[src/rtl/imu_ca_pkg.sv]
// shared types, constants and tables of the imu attitude estimator
package imu_ca_pkg;

  // cordic iteration count default
  localparam int CORDIC_STEPS_DEF = 16;
  // atan table depth
  localparam int ATAN_DEPTH = 24;
  // step count of the interval scaling division
  localparam int DIV_STEPS = 4;

  // configuration register indexes
  localparam logic [2:0] CFG_ALPHA    = 3'd0;
  localparam logic [2:0] CFG_GAIN     = 3'd1;
  localparam logic [2:0] CFG_OFFSET_X = 3'd2;
  localparam logic [2:0] CFG_OFFSET_Y = 3'd3;
  localparam logic [2:0] CFG_OFFSET_Z = 3'd4;

  // register reset values and the alpha clamp limit
  localparam logic [16:0] ALPHA_RST = 17'd64225;
  localparam logic [15:0] GAIN_RST  = 16'd2235;
  localparam logic [16:0] ALPHA_ONE = 17'd65536;

  // inverse cordic gain, q0.16
  localparam logic [15:0] INV_GAIN = 16'd39797;
  // 1e6 us times 256 splits into 2^14 times 15625; half of it rounds to nearest
  localparam logic [54:0] DT_HALF  = 55'd128000000;
  localparam logic [13:0] DT_ODD   = 14'd15625;
  // ceil(2^44 / 15625), exact quotient for dividends below 2^30
  localparam logic [30:0] DT_RECIP = 31'd1125899907;

  // datapath commands
  typedef struct packed {
    logic       load_in;
    logic       c1_init;
    logic       c2_init;
    logic       c_step;
    logic       scale;
    logic       angle;
    logic       gm1;
    logic       gm2;
    logic       div_init;
    logic       div_step;
    logic       dlt_store;
    logic       mix_mul;
    logic       mix_add;
    logic       out_load;
    logic       tilt_sel;
    logic [1:0] axis;
  } cmd_t;

  // datapath status
  typedef struct packed {
    logic out_busy;
  } sts_t;

  // atan(2^-i) in q2.30
  function automatic logic [31:0] atan_q30(input logic [4:0] i);
    logic [31:0] v;
    unique case (i)
      5'd0:  v = 32'd843314857;
      5'd1:  v = 32'd497837829;
      5'd2:  v = 32'd263043837;
      5'd3:  v = 32'd133525159;
      5'd4:  v = 32'd67021687;
      5'd5:  v = 32'd33543516;
      5'd6:  v = 32'd16775851;
      5'd7:  v = 32'd8388437;
      5'd8:  v = 32'd4194283;
      5'd9:  v = 32'd2097149;
      5'd10: v = 32'd1048576;
      5'd11: v = 32'd524288;
      5'd12: v = 32'd262144;
      5'd13: v = 32'd131072;
      5'd14: v = 32'd65536;
      5'd15: v = 32'd32768;
      5'd16: v = 32'd16384;
      5'd17: v = 32'd8192;
      5'd18: v = 32'd4096;
      5'd19: v = 32'd2048;
      5'd20: v = 32'd1024;
      5'd21: v = 32'd512;
      5'd22: v = 32'd256;
      5'd23: v = 32'd128;
      default: v = 32'd0;
    endcase
    return v;
  endfunction

endpackage

[src/rtl/imu_ca_ctrl.sv]
// sequencing controller of the imu attitude estimator
module imu_ca_ctrl #(
  parameter int CORDIC_STEPS = imu_ca_pkg::CORDIC_STEPS_DEF,
  parameter int CNT_W = 5
) (
  input  logic               clk_i,
  input  logic               rst_ni,
  input  logic               in_valid_i,
  output logic               in_ready_o,
  input  imu_ca_pkg::sts_t   sts_i,
  output imu_ca_pkg::cmd_t   cmd_o,
  output logic [CNT_W-1:0]   step_o
);

  typedef enum logic [3:0] {
    ST_IDLE, ST_C1I, ST_C1, ST_SCL, ST_C2I, ST_C2, ST_ANG, ST_GM1, ST_GM2,
    ST_DVI, ST_DV, ST_DST, ST_MXM, ST_MXA, ST_FIN
  } state_e;

  localparam logic [CNT_W-1:0] CordLast = CNT_W'(CORDIC_STEPS - 1);
  localparam logic [CNT_W-1:0] DivLast  = CNT_W'(imu_ca_pkg::DIV_STEPS - 1);

  state_e           state_q;
  logic [CNT_W-1:0] cnt_q;
  logic             tilt_q;
  logic [1:0]       axis_q;

  // state, counter and index registers
  always_ff @(posedge clk_i or negedge rst_ni) begin
    if (!rst_ni) begin
      state_q <= ST_IDLE;
      cnt_q   <= '0;
      tilt_q  <= 1'b0;
      axis_q  <= 2'd0;
    end else begin
      unique case (state_q)
        ST_IDLE: begin
          if (in_valid_i) begin
            tilt_q  <= 1'b0;
            state_q <= ST_C1I;
          end
        end
        ST_C1I: begin
          cnt_q   <= '0;
          state_q <= ST_C1;
        end
        ST_C1: begin
          cnt_q <= cnt_q + 1'b1;
          if (cnt_q == CordLast) state_q <= ST_SCL;
        end
        ST_SCL: state_q <= ST_C2I;
        ST_C2I: begin
          cnt_q   <= '0;
          state_q <= ST_C2;
        end
        ST_C2: begin
          cnt_q <= cnt_q + 1'b1;
          if (cnt_q == CordLast) state_q <= ST_ANG;
        end
        ST_ANG: begin
          if (!tilt_q) begin
            tilt_q  <= 1'b1;
            state_q <= ST_C1I;
          end else begin
            axis_q  <= 2'd0;
            state_q <= ST_GM1;
          end
        end
        ST_GM1: state_q <= ST_GM2;
        ST_GM2: state_q <= ST_DVI;
        ST_DVI: begin
          cnt_q   <= '0;
          state_q <= ST_DV;
        end
        ST_DV: begin
          cnt_q <= cnt_q + 1'b1;
          if (cnt_q == DivLast) state_q <= ST_DST;
        end
        ST_DST: begin
          if (axis_q == 2'd2) begin
            axis_q  <= 2'd0;
            state_q <= ST_MXM;
          end else begin
            axis_q  <= axis_q + 2'd1;
            state_q <= ST_GM1;
          end
        end
        ST_MXM: state_q <= ST_MXA;
        ST_MXA: begin
          if (axis_q == 2'd2) begin
            state_q <= ST_FIN;
          end else begin
            axis_q  <= axis_q + 2'd1;
            state_q <= ST_MXM;
          end
        end
        ST_FIN: begin
          if (!sts_i.out_busy) state_q <= ST_IDLE;
        end
        default: state_q <= ST_IDLE;
      endcase
    end
  end

  // command decode
  always_comb begin
    cmd_o           = '0;
    cmd_o.tilt_sel  = tilt_q;
    cmd_o.axis      = axis_q;
    cmd_o.load_in   = (state_q == ST_IDLE) && in_valid_i;
    cmd_o.c1_init   = (state_q == ST_C1I);
    cmd_o.c_step    = (state_q == ST_C1) || (state_q == ST_C2);
    cmd_o.scale     = (state_q == ST_SCL);
    cmd_o.c2_init   = (state_q == ST_C2I);
    cmd_o.angle     = (state_q == ST_ANG);
    cmd_o.gm1       = (state_q == ST_GM1);
    cmd_o.gm2       = (state_q == ST_GM2);
    cmd_o.div_init  = (state_q == ST_DVI);
    cmd_o.div_step  = (state_q == ST_DV);
    cmd_o.dlt_store = (state_q == ST_DST);
    cmd_o.mix_mul   = (state_q == ST_MXM);
    cmd_o.mix_add   = (state_q == ST_MXA);
    cmd_o.out_load  = (state_q == ST_FIN) && !sts_i.out_busy;
  end

  assign in_ready_o = (state_q == ST_IDLE);
  assign step_o     = cnt_q;

endmodule

[config.mk]
export PLATFORM = sky130hd
export DESIGN_NAME = imu_ca_ctrl
export DESIGN_NICKNAME = d
export VERILOG_FILES = /design/src/rtl/imu_ca_pkg.sv /design/src/rtl/imu_ca_ctrl.sv
export SDC_FILE = /design/constraint.sdc
export NUM_CORES = 1
export LEC_CHECK = 0
export ABC_AREA = 1
export BUFFER_PORTS_ARGS = -buffer_cell sky130_fd_sc_hd__buf_4
export CAP_MARGIN = 20
export CORE_MARGIN = 2
export CORE_UTILIZATION = 45
export CTS_BUF_LIST = sky130_fd_sc_hd__clkbuf_2 sky130_fd_sc_hd__clkbuf_4 sky130_fd_sc_hd__clkbuf_8
export DETAILED_ROUTE_END_ITERATION = 8
export PLACE_DENSITY = 0.73
export SLEW_MARGIN = 5
export SYNTH_ARGS = -nofsm -noshare
export SYNTH_HDL_FRONTEND = slang
export SYNTH_SLANG_ARGS = --single-unit
[constraint.sdc]
create_clock -name clk_i -period 1.4 [get_ports clk_i]
set_input_delay 0.07 -clock clk_i [delete_from_list [all_inputs] [get_ports clk_i]]
set_output_delay 0.07 -clock clk_i [all_outputs]
set_load 0.02 [all_outputs]
# Yosys cells after proc, flatten, opt, wreduce, memory -nomap -nowiden
# Index checks and enable logic that the tools add are counted.
[op_classes]
reduce_logical = 13
muxes = 16
n_eq_ne = 24
add_sub_neg = 2
[op_table]
columns = ["operator", "count"]
rows = [
  ["case mux 4 bit (15 select lines)", 1],
  ["== test 4 bit (second input constant)", 7],
  ["2-to-1 mux 4 bit", 6],
  ["== test 4 x 3 -> 1 bit (second input constant)", 4],
  ["!= test 2 bit (second input constant)", 5],
  ["case mux 5 bit (2 select lines)", 1],
  ["== test 4 x 2 -> 1 bit (second input constant)", 2],
  ["2-to-1 mux 2 bit", 4],
  ["case mux 2 bit (3 select lines)", 1],
  ["OR reduction 3 bit", 2],
  ["adder 5 x 1 -> 5 bit (second input constant)", 1],
  ["== test 5 x 2 -> 1 bit (second input constant)", 1],
  ["== test 5 x 4 -> 1 bit (second input constant)", 1],
  ["AND reduction 5 bit", 1],
  ["== test 4 x 1 -> 1 bit (second input constant)", 1],
  ["logical NOT 4 bit", 1],
  ["!= test 2 x 1 -> 1 bit (second input constant)", 2],
  ["nonzero test 2 bit", 2],
  ["2-to-1 mux 3 bit", 1],
  ["AND reduction 3 bit", 1],
  ["nonzero test 3 bit", 1],
  ["adder 2 x 1 -> 2 bit (second input constant)", 1],
  ["== test 2 bit (second input constant)", 1],
  ["logical AND 1 bit", 2],
  ["5 further kinds", 5],
]
[word_totals]
wordCells = 59
input_bits = 4
register_bits = 12

# Logic depth before layout (Yosys ltp)
# Gate-level depths: netlist (run 1).
[logic_depth]
ltp_word = 3
ltp_mapped = 9
mapped_depth_nobuf = 9

# Worst setup path before layout (run 1)
# No wires, ideal clock.
[synth_path]
path_type = "register to register"
start = "register cnt_q[0] (netlist: step_o[0])"
end = "register state_q[0]"
synth_period_minus_slack_ps = 1512
path_stages_with_launch = 10
slack_ps = -112
t_arrival_ps = 1396
cell_sequence = "dfrtp_1 ha_1 inv_1 nor3_1 ha_1 inv_1 nand2_1 nand3_1 nand2_1 nand2_1"
[synth_between]
elab_chain_len = 3
[synth_rtl]
columns = ["element", "line", "text"]
rows = [
  ["start: declaration", "imu_ca_ctrl.sv:24", "logic [CNT_W-1:0] cnt_q;"],
  ["start signal: assignment", "imu_ca_ctrl.sv:48", "cnt_q <= cnt_q + 1'b1;"],
  ["start signal: assignment", "imu_ca_ctrl.sv:57", "cnt_q <= cnt_q + 1'b1;"],
  ["start signal: assignment", "imu_ca_ctrl.sv:76", "cnt_q <= cnt_q + 1'b1;"],
  ["== test 5 x 4 -> 1 bit or == test 5 x 2 -> 1 bit (tied branches)", "imu_ca_ctrl.sv:49, imu_ca_ctrl.sv:58, imu_ca_ctrl.sv:77", ""],
  ["!= test 2 bit (no source line) or != test 2 x 1 -> 1 bit (tied branches)", "n/a", ""],
  ["AND reduction 5 bit (no source line) *", "n/a", ""],
  ["end signal: assignment", "imu_ca_ctrl.sv:49", "if (cnt_q == CordLast) state_q <= ST_SCL;"],
  ["end signal: assignment", "imu_ca_ctrl.sv:51", "ST_SCL: state_q <= ST_C2I;"],
  ["end signal: assignment", "imu_ca_ctrl.sv:58", "if (cnt_q == CordLast) state_q <= ST_ANG;"],
  ["end: declaration", "imu_ca_ctrl.sv:23", "state_e state_q;"],
]
# Every way passes the cells marked *; elsewhere a longest branch is shown, timed or not.
# A chain may end at the register's enable or synchronous reset.

==> flow_summary.toml, run 1 <==
[yosys]
yosysUniqueCellTypes = 20
synth_top_area_share_pct = 30.3
synth_seq_area_share_pct = 30.3
ys_top_cells_by_area = "sky130_fd_sc_hd__dfrtp_1 30%, sky130_fd_sc_hd__nand2_1 19%, sky130_fd_sc_hd__nor2_1 8.7%"
yosys_register_bits = 12
synth_top_cell_by_area = "sky130_fd_sc_hd__dfrtp_1"
synth.avg_cell_area_sq_um = 6.52
mappedNetlistNets = 161
synth.cell_area_sq_um = 991
syn_inst = 152
yosys_warnings = 0

[place]
place_worst_setup_slack_ps = 9.82
io_port_bufs = 26
detailedPlacementHpwl_um = 1920
final_weighted_congestion_in_routability_driven_placement = 0.900
dpl-instance-area_sq_um = 1260

[clock_tree]
cts.clk_slew.worst_paths_ps = 80
worst_skew_pair.late_latency_ps = 270
number_of_buffers_added_by_the_clock_tree_synthesis_step = 3
clock_tree.htree_level_count = 1
ctsRootBufferMaster = "sky130_fd_sc_hd__clkbuf_4"
tritoncts = "built"
clkSinkCount = 12
max-clock-path-buffers = 2

[setup_path]
critical_path.cell_chain = "inv_2 > nor2_4 > nand2_2 > nand2_2 > buf_4"
slowest_stage_cell_crit_path = "sky130_fd_sc_hd__dfrtp_2"
slowest_delay_ps = 480
worst_setup_path_start_kind = "flop"
worstSetupPathType = "reg2out"
reg2reg_slack_ps = 40
crit_path_max_fanout = 6
timing.rr.start = "state_q[0]"
worst-r2r-cell-count = 8
cp_common_cell = "sky130_fd_sc_hd__nand2_2"
cp-endpoint = "cmd_o[13]"
setup.worst_path.start = "state_q[1]"
required_time_worst_endpoint_ps = 1330
crit_path_end_kind = "output pin"
cp.arrival_ps = 1320
endpoint_of_the_most_critical_register_to_register_path = "state_q[2]"

[global_route]
grt_max_degree = 13
number_of_global_route_vias_before_repair = 937
groute.usage.overall_pct = 19.1
leftover_overflow_at_the_end_of_global_routing = 0
antenna_found_initial = 0
first_pass_grt_wire_length_um = 3800

[layout]
final_layout_size_suffix_gt1_share_pct = 47.6
antennaDiodeCount = 0
layout.nets = 199
most-common-layout-cells = "41 x sky130_fd_sc_hd__nand2_1, 31 x sky130_fd_sc_hd__buf_4, 19 x sky130_fd_sc_hd__inv_1, 14 x sky130_fd_sc_hd__nor2_1, 12 x sky130_fd_sc_hd__nand2_2"
areaGrowthSynthToFinish_pct = 46.5
layout.cell_area.non_filler_sq_um = 1450
leading_cell_type_in_the_layout_fill_and_taps_excluded = "sky130_fd_sc_hd__nand2_1"

[pwr]
leakage_power_nw = 0.779
pwr_density_cell_nw_per_um2 = 1980
ir_drop_v = 0.00147

[drt]
drt_pre_antenna_iters = 4
antenna_violating_nets_post_route = 0
post_drt_wl_per_cell_um = 11.2
drc_errors = 0
routed-wl-met3_um = 120
via_cell_ratio = 4.95
drt_iter0_drc = 14
met2WireLength_um = 1260
route.final.wire_length_um = 2410
highest-signal-layer = "met4"
dr_total_vias = 1069
m1WireLength_um = 994

[worst_hold_path]
hold_path_class = "in2async"

[sta]
report.final.setup_viol = 0
final.min_clock_period_ps = 1390
setup_tns_ps = 0
final.setup_skew_ps = 8.36
timing.fmax_mhz = 717
final_critical_path_setup_slack_ps = 5.28
final_min_period_over_clock_period_pct = 99.6
max_slew_margin_pct = 85.0
worst_slew_pin_slew_ps = 225
timing_hold_violations_final = 0
max_slew_violations = 0
unrepaired_setup_endpoints_after_global_routing = "true"

[die]
die_h_um = 50.9
design.die.area_sq_um = 2590
ioPinCount = 27
die_width_um = 50.9
initial_utilization_pct = 49.0
rows = 16
core_region_area_sq_um = 2020

[outcome]
outcome = "completed"

[flow_run]
drv_cap = 0
## sequential cells by signal, indices dropped and copies added (netlist names)
register  flops
step_o        5
state_q       4
axis_q        2
tilt_q        1
## logic make-up after synthesis
family / count (synthesis) / synth area share, %
flip-flops: 12 / 30.3
AO/OA/AOI/OAI: 12 / 8.33
XOR/XNOR: 1 / 0.884
adder cells (fa/ha/maj): 5 / 6.31
AND/OR/NAND/NOR: 99 / 45.1
buffers and inverters: 23 / 9.09
## per-stage QoR
| stage | hold WS (ps) | total power [mW] | cells | utilization, % |
|---|---|---|---|---|
| final | 161 | 2.87 | 216 | 71.8 |
| after global routing | 168 | 3.14 | 216 | 71.8 |
| after CTS | 157 | 2.62 | 211 | 64.9 |
| after detailed placement | -86.0 | 2.32 | 206 | 62.2 |
| after global placement | -84.5 | 2.27 | 206 | 62.2 |
| after floorplan | -226 | 1.81 | 152 | - |
## cell type report
class,instances,area [sq um]
inverters,22,87.6
repair buffers,34,265
multi-input cells,117,721
fillers,170,571
flip-flops and latches,12,308
well taps,27,33.8
clock buffers,4,36.3
## Yosys cell counts, drive strengths merged
master	instances
nand3b	1
nand3	11
dfrtp	12
nand2	55
ha	5
xor2	1
inv	22
a21oi	3
buf	1
nor2	30
nor3	2
o21ai	8
o2111ai	1
## how the worst min path moves through the flow
stage               slack, ps    from  cells past startpoint   endpoint
floorplan                -230  rst_ni                      0  axis_q[0]
global placement          -80  rst_ni                      1  step_o[4]
detailed placement        -90  rst_ni                      1  step_o[3]
CTS                       160  rst_ni                      2  step_o[3]
global route              170  rst_ni                      2  step_o[3]
finish                    160  rst_ni                      2  step_o[3]
## per-layer routing
metal / vias to the layer above / track usage, %
met5: - / 0
met4: 0 / 7.66
met3: 4 / 1.75
met2: 35 / 35.3
met1: 482 / 22.5
li1: 548 / -
## worst max-delay path, delay by kind of cell (launching register included)
kind | cells | cell delay (ps)
flops | 1 | 480
simple gates | 3 | 350
buf+inv | 2 | 240
## report_power, final
group / internal, mW / total, mW / switching, mW / leakage [nW]
Combinational: 0.737 / 1.90 / 1.17 / 0.610
Clock: 0.158 / 0.268 / 0.110 / 0.0210
Sequential: 0.481 / 0.702 / 0.220 / 0.148
## what timing repair did
| item | 4_1_cts | 5_1_grt |
|---|---|---|
| gates resized for setup | 6 | 31 |
| setup endpoints to repair | 11 | 19 |
| endpoints found under the hold margin | 12 | 0 |
| buffers inserted | 0 | 5 |
| pin swaps | 0 | 9 |
| hold buffers | 1 | 0 |
Power figures use the tool's default switching activity.
==> run 2: changes to the inputs <==
--- a/config.mk
+++ b/config.mk
@@ -12,7 +12,7 @@
 export CORE_UTILIZATION = 45
 export CTS_BUF_LIST = sky130_fd_sc_hd__clkbuf_2 sky130_fd_sc_hd__clkbuf_4 sky130_fd_sc_hd__clkbuf_8
 export DETAILED_ROUTE_END_ITERATION = 8
-export PLACE_DENSITY = 0.73
+export PLACE_DENSITY = 0.82
 export SLEW_MARGIN = 5
 export SYNTH_ARGS = -nofsm -noshare
 export SYNTH_HDL_FRONTEND = slang
==> run 2 against run 1 <==
Compared with the run above:
- the run now ends with negative setup slack left
- sequential share of layout area shrank 0.53 points
- design area grew 2.6%
- largest cell class unchanged
- die area is the same
- critical endpoint unchanged
- highest routed layer unchanged
- clock power is essentially flat
- critical path type unchanged
==> flow_summary.toml, run 2 (synthesis results as in run 1) <==
[die]
design.die.area_sq_um = 2590
rows = 16
ioPinCount = 27
core_region_area_sq_um = 2020
initial_utilization_pct = 49.0
die_width_um = 50.9
die_h_um = 50.9

[global_route]
leftover_overflow_at_the_end_of_global_routing = 0
number_of_global_route_vias_before_repair = 996
first_pass_grt_wire_length_um = 4160
groute.usage.overall_pct = 20.6
grt_max_degree = 13
antenna_found_initial = 0

[sta]
report.final.setup_viol = 1
max_slew_margin_pct = 82.1
final_min_period_over_clock_period_pct = 101
max_slew_violations = 0
timing_hold_violations_final = 0
timing.fmax_mhz = 704
final_critical_path_setup_slack_ps = -19.6
final.min_clock_period_ps = 1420
worst_slew_pin_slew_ps = 269
unrepaired_setup_endpoints_after_global_routing = "true"
timing.hold.ws_ps = 170
final.setup_skew_ps = 1.68

[outcome]
failed_checks = "negative setup slack"
outcome = "complete, but fails checks"

[layout]
post-route-util_pct = 73.6
most-common-layout-cells = "40 x sky130_fd_sc_hd__nand2_1, 31 x sky130_fd_sc_hd__buf_4, 17 x sky130_fd_sc_hd__inv_1, 14 x sky130_fd_sc_hd__nor2_1, 11 x sky130_fd_sc_hd__nor2_4"
areaGrowthSynthToFinish_pct = 50.3
largest_reg_flops = 5
layout.nets = 198
leading_cell_type_in_the_layout_fill_and_taps_excluded = "sky130_fd_sc_hd__nand2_1"
final_layout_size_suffix_gt1_share_pct = 50.0
antennaDiodeCount = 0
number_of_cells_in_the_finished_layout_apart_from_fillers = 215

[clock_tree]
max-clock-path-buffers = 2
number_of_buffers_added_by_the_clock_tree_synthesis_step = 3
tritoncts = "built"
cts.clk_slew.worst_paths_ps = 80
clock_tree.htree_level_count = 1
ctsRootBufferMaster = "sky130_fd_sc_hd__clkbuf_4"
clkSinkCount = 12
worst_skew_pair.late_latency_ps = 260

[setup_path]
cp_common_cell = "sky130_fd_sc_hd__nand2_2"
worst_setup_path_start_kind = "flop"
cp.arrival_ps = 1350
critical_path.cell_chain = "inv_4 > nor2_4 > nand2_2 > nand2_2 > buf_4"
cpLargestDelayFamily = "flip-flops"
crit_path_max_fanout = 6
crit_path_end_kind = "output pin"
worstSetupPathType = "reg2out"
slowest_stage_cell_crit_path = "sky130_fd_sc_hd__dfrtp_2"
required_time_worst_endpoint_ps = 1330
slowest_delay_ps = 530
critical_path.n_buffers_inverters = 2

[drt]
drt_pre_antenna_iters = 4
antenna_violating_nets_post_route = 0
post_drt_wl_per_cell_um = 12.9
route.final.wire_length_um = 2770
via_cell_ratio = 5.11
drt_iter0_drc = 25
dr_total_vias = 1098
drc_errors = 0

[pwr]
ir_drop_v = 0.00141
power_mw = 3.02
leakage_power_nw = 0.802
pwr_density_cell_nw_per_um2 = 2030

[place]
detailedPlacementHpwl_um = 1910
io_port_bufs = 26
final_weighted_congestion_in_routability_driven_placement = 0.944
placed_cells = 205
place_worst_setup_slack_ps = -14.7

[flow_run]
drv_cap = 0

[worst_hold_path]
hold_path_class = "in2async"
## run 2: per-stage QoR
stage	instance area, sq um	setup TNS, ps
6_report	1490	-19.6
5_1_grt	1490	-479
4_1_cts	1320	-1.58
3_5_place_dp	1250	-32.4
3_3_place_gp	1250	-6.69
2_1_floorplan	1020	0
## run 2: area by class of cell
| type | instances | area [sq um] |
|---|---|---|
| Inverter | 22 | 90.1 |
| Multi-Input combinational cell | 117 | 767 |
| Fill cell | 149 | 533 |
| Clock buffer | 4 | 36.3 |
| Tap cell | 27 | 33.8 |
| Timing Repair Buffer | 33 | 254 |
| Sequential cell | 12 | 308 |
## run 2: timing repair
item,CTS,global route
pin swaps,0,10
endpoints found under the setup margin,12,23
resized for setup,5,44
setup buffers,1,4
gates cloned,0,0
hold endpoints to repair,12,0
hold buffers,1,0
## run 2: power breakdown
group / total [mW] / switching, mW / internal (mW)
sequential: 0.722 / 0.242 / 0.481
combinational: 2.03 / 1.26 / 0.775
clock: 0.269 / 0.112 / 0.158
## run 2: layer usage
| metal | up-vias | GRT usage, % | routed length [um] |
|---|---|---|---|
| li1 | 548 | - | - |
| met4 | 0 | 9.01 | 33 |
| met2 | 39 | 38.5 | 1460 |
| met1 | 507 | 23.5 | 1160 |
| met3 | 4 | 1.75 | 119 |
| met5 | - | 0 | 0 |
## run 2: worst reg2reg max path, cell delays in order, from the launching register on
cell                      delay (ps)
sky130_fd_sc_hd__dfrtp_2         480
sky130_fd_sc_hd__nand2_2         150
sky130_fd_sc_hd__inv_1           100
sky130_fd_sc_hd__nand2_1         100
sky130_fd_sc_hd__nand2_1          90
sky130_fd_sc_hd__nor2_1          110
sky130_fd_sc_hd__nand3_1         100
sky130_fd_sc_hd__nand2_1          70
sky130_fd_sc_hd__nand2_1          50
## run 2: worst paths after layout
check | startpoint | end | slack, ps | cells after the start
worst min register to register | axis_q[1] | axis_q[1] | 550 | 2
worst min-delay path | rst_ni | step_o[4] | 170 | 2
max in group asynchronous | rst_ni | step_o[1] | 1060 | 2
min in group clk_i | sts_i | state_q[3] | 210 | 5
worst max-delay path | state_q[1] | cmd_o[13] | -20 | 5
worst max register to register | state_q[2] | state_q[2] | 50 | 8
==> run 3: changes to the inputs <==
--- a/config.mk
+++ b/config.mk
@@ -9,10 +9,10 @@
 export BUFFER_PORTS_ARGS = -buffer_cell sky130_fd_sc_hd__buf_4
 export CAP_MARGIN = 20
 export CORE_MARGIN = 2
-export CORE_UTILIZATION = 45
+export CORE_UTILIZATION = 26
 export CTS_BUF_LIST = sky130_fd_sc_hd__clkbuf_2 sky130_fd_sc_hd__clkbuf_4 sky130_fd_sc_hd__clkbuf_8
 export DETAILED_ROUTE_END_ITERATION = 8
-export PLACE_DENSITY = 0.82
+export PLACE_DENSITY = 0.56
 export SLEW_MARGIN = 5
 export SYNTH_ARGS = -nofsm -noshare
 export SYNTH_HDL_FRONTEND = slang
==> run 3 against run 2 <==
Compared with the run above:
- the run now ends clean
- first-iteration DRC count increased by 60%
- power decreased by 5.6%
- cell count increased by 11%
- clock skew increased by 4.3 ps
- non-clock buffer count increased by 3
- count of clock-buffer cells in the layout unchanged
- worst hold slack improved by 35 ps
- die area increased by 67%
==> flow_summary.toml, run 3 (synthesis results as in run 1) <==
[outcome]
outcome = "completed"

[sta]
report.final.setup_viol = 0
final_min_period_over_clock_period_pct = 98.0
worst_slew_pin_slew_ps = 251
final.min_clock_period_ps = 1370
max_slew_margin_pct = 83.2
final.setup_skew_ps = 5.97
timing.fmax_mhz = 729
timing_hold_violations_final = 0
max_slew_violations = 0
timing.hold.ws_ps = 205
unrepaired_setup_endpoints_after_global_routing = "true"

[setup_path]
cp.arrival_ps = 1300
crit_path_end_kind = "output pin"
required_time_worst_endpoint_ps = 1330
crit_path_max_fanout = 6
worstSetupPathType = "reg2out"
worst_setup_path_start_kind = "flop"

[clock_tree]
number_of_buffers_added_by_the_clock_tree_synthesis_step = 3
clock_tree.htree_level_count = 1
max-clock-path-buffers = 2
tritoncts = "built"
cts.clk_slew.worst_paths_ps = 60
ctsRootBufferMaster = "sky130_fd_sc_hd__clkbuf_8"
worst_skew_pair.late_latency_ps = 240
clkSinkCount = 12

[pwr]
internal_power_mw = 1.45
pwr_density_cell_nw_per_um2 = 1990
power.share.sequential_pct = 22.4
power_mw = 2.85
power.combinational.fraction_pct = 64.5
ir_drop_v = 0.000770
power.clock.fraction_pct = 13.1
leakage_power_nw = 0.780
switching_share_pct = 49.4
switchingPower_mw = 1.41

[global_route]
leftover_overflow_at_the_end_of_global_routing = 0
grt_max_degree = 13
groute.usage.overall_pct = 12.4
first_pass_grt_wire_length_um = 4180
antenna_found_initial = 0
number_of_global_route_vias_before_repair = 950

[layout]
antennaDiodeCount = 0
largest_reg_flops = 5
leading_cell_type_in_the_layout_fill_and_taps_excluded = "sky130_fd_sc_hd__nand2_1"
layout.nets = 201
areaGrowthSynthToFinish_pct = 44.9
number_of_cells_in_the_finished_layout_apart_from_fillers = 239
most-common-layout-cells = "45 x sky130_fd_sc_hd__nand2_1, 35 x sky130_fd_sc_hd__buf_4, 20 x sky130_fd_sc_hd__inv_1, 18 x sky130_fd_sc_hd__nor2_1, 10 x sky130_fd_sc_hd__nand2_2"
fillCellCount = 383
final_layout_size_suffix_gt1_share_pct = 41.9

[drt]
antenna_violating_nets_post_route = 0
post_drt_wl_per_cell_um = 10.5
dr_total_vias = 1032
drt_iter0_drc = 40
drc_errors = 0
drt_pre_antenna_iters = 4
via_cell_ratio = 4.32
route.final.wire_length_um = 2500

[place]
placed_cells = 233
detailedPlacementHpwl_um = 2070
io_port_bufs = 26
final_weighted_congestion_in_routability_driven_placement = 0.898

[die]
die_h_um = 65.7
die_width_um = 65.7
rows = 22
ioPinCount = 27
design.die.area_sq_um = 4320
core_region_area_sq_um = 3660
initial_utilization_pct = 27.1

[flow_run]
drv_cap = 0

[worst_hold_path]
hold_path_class = "in2async"
run 3: changes by cell type in the layout (fill, tap and decap cells not counted), moves of 3 or more:
cell,previous run,this run
sky130_fd_sc_hd__nor2_4,11,3
sky130_fd_sc_hd__nand2_1,40,45
sky130_fd_sc_hd__nand2_4,5,0
sky130_fd_sc_hd__buf_4,31,35
sky130_fd_sc_hd__nor2_1,14,18
sky130_fd_sc_hd__nor2_2,5,9
sky130_fd_sc_hd__clkbuf_4,3,0
sky130_fd_sc_hd__clkbuf_8,1,4
sky130_fd_sc_hd__inv_1,17,20
sky130_fd_sc_hd__inv_4,3,0
run 3: final cells by class:
type                            count  area (sq um)  area share (%)
Inverter                           22          82.6            5.75
Timing Repair Buffer               36           273            19.0
Clock buffer                        4          55.1            3.83
Tap cell                           48          60.1            4.18
Multi-Input combinational cell    117           658            45.8
Sequential cell                    12           308            21.4
run 3: path summary, 6_finish.rpt:
| path | startpoint | end | slack [ps] | depth (start not counted) |
|---|---|---|---|---|
| worst max-delay path | state_q[1] | cmd_o[13] | 30 | 5 |
| worst min-delay path | rst_ni | step_o[2] | 210 | 2 |
| worst max register to register | step_o[1] | state_q[1] | 80 | 8 |
| worst min register to register | axis_q[1] | axis_q[1] | 530 | 2 |
| max in group asynchronous | rst_ni | state_q[3] | 1010 | 2 |
| min in group clk_i | in_valid_i | tilt_q | 210 | 4 |
run 3: worst max-delay path: stages, from the launching register on:
cell and delay (ps):
sky130_fd_sc_hd__dfrtp_2 430, sky130_fd_sc_hd__inv_1 110, sky130_fd_sc_hd__nor2_2 160, sky130_fd_sc_hd__nand2_2 110
sky130_fd_sc_hd__nand2_2 110, sky130_fd_sc_hd__buf_4 140
run 3: metrics by stage:
step                      worst slack (ps)  utilization, %  TNS, ps  instance area [sq um]
final                                 28.2            39.2        0                   1440
after CTS                            0.704            38.3        0                   1400
after floorplan                       7.67               -        0                   1020
after global routing                 -54.9            39.2     -253                   1440
after detailed placement              23.5            36.3        0                   1330
after global placement                29.7            36.3        0                   1330
run 3: routing by layer:
layer	vias up	part of all wire [%]	global-route usage, %
met5	-	0	0
met4	0	1.3	5.73
met3	4	3.9	1.71
met2	21	48	20.6
met1	465	47	15.9
li1	542	-	-
run 3: repair_timing:
item | 4_1_cts | 5_1_grt
hold endpoints to repair | 12 | 0
hold buffers | 1 | 0
endpoints found under the setup margin | 3 | 25
setup buffers | 0 | 1
pin swaps | 0 | 3
gates resized for setup | 4 | 11
run 3: power by group through the flow:
stage                     Combinational [mW]  Clock, mW  Sequential (mW)
after floorplan                         1.14          0            0.672
after global placement                  1.81          0            0.614
after detailed placement                1.81          0            0.614
after CTS                               1.82      0.391            0.617
after global routing                    2.06      0.413            0.660
final                                   1.84      0.374            0.640
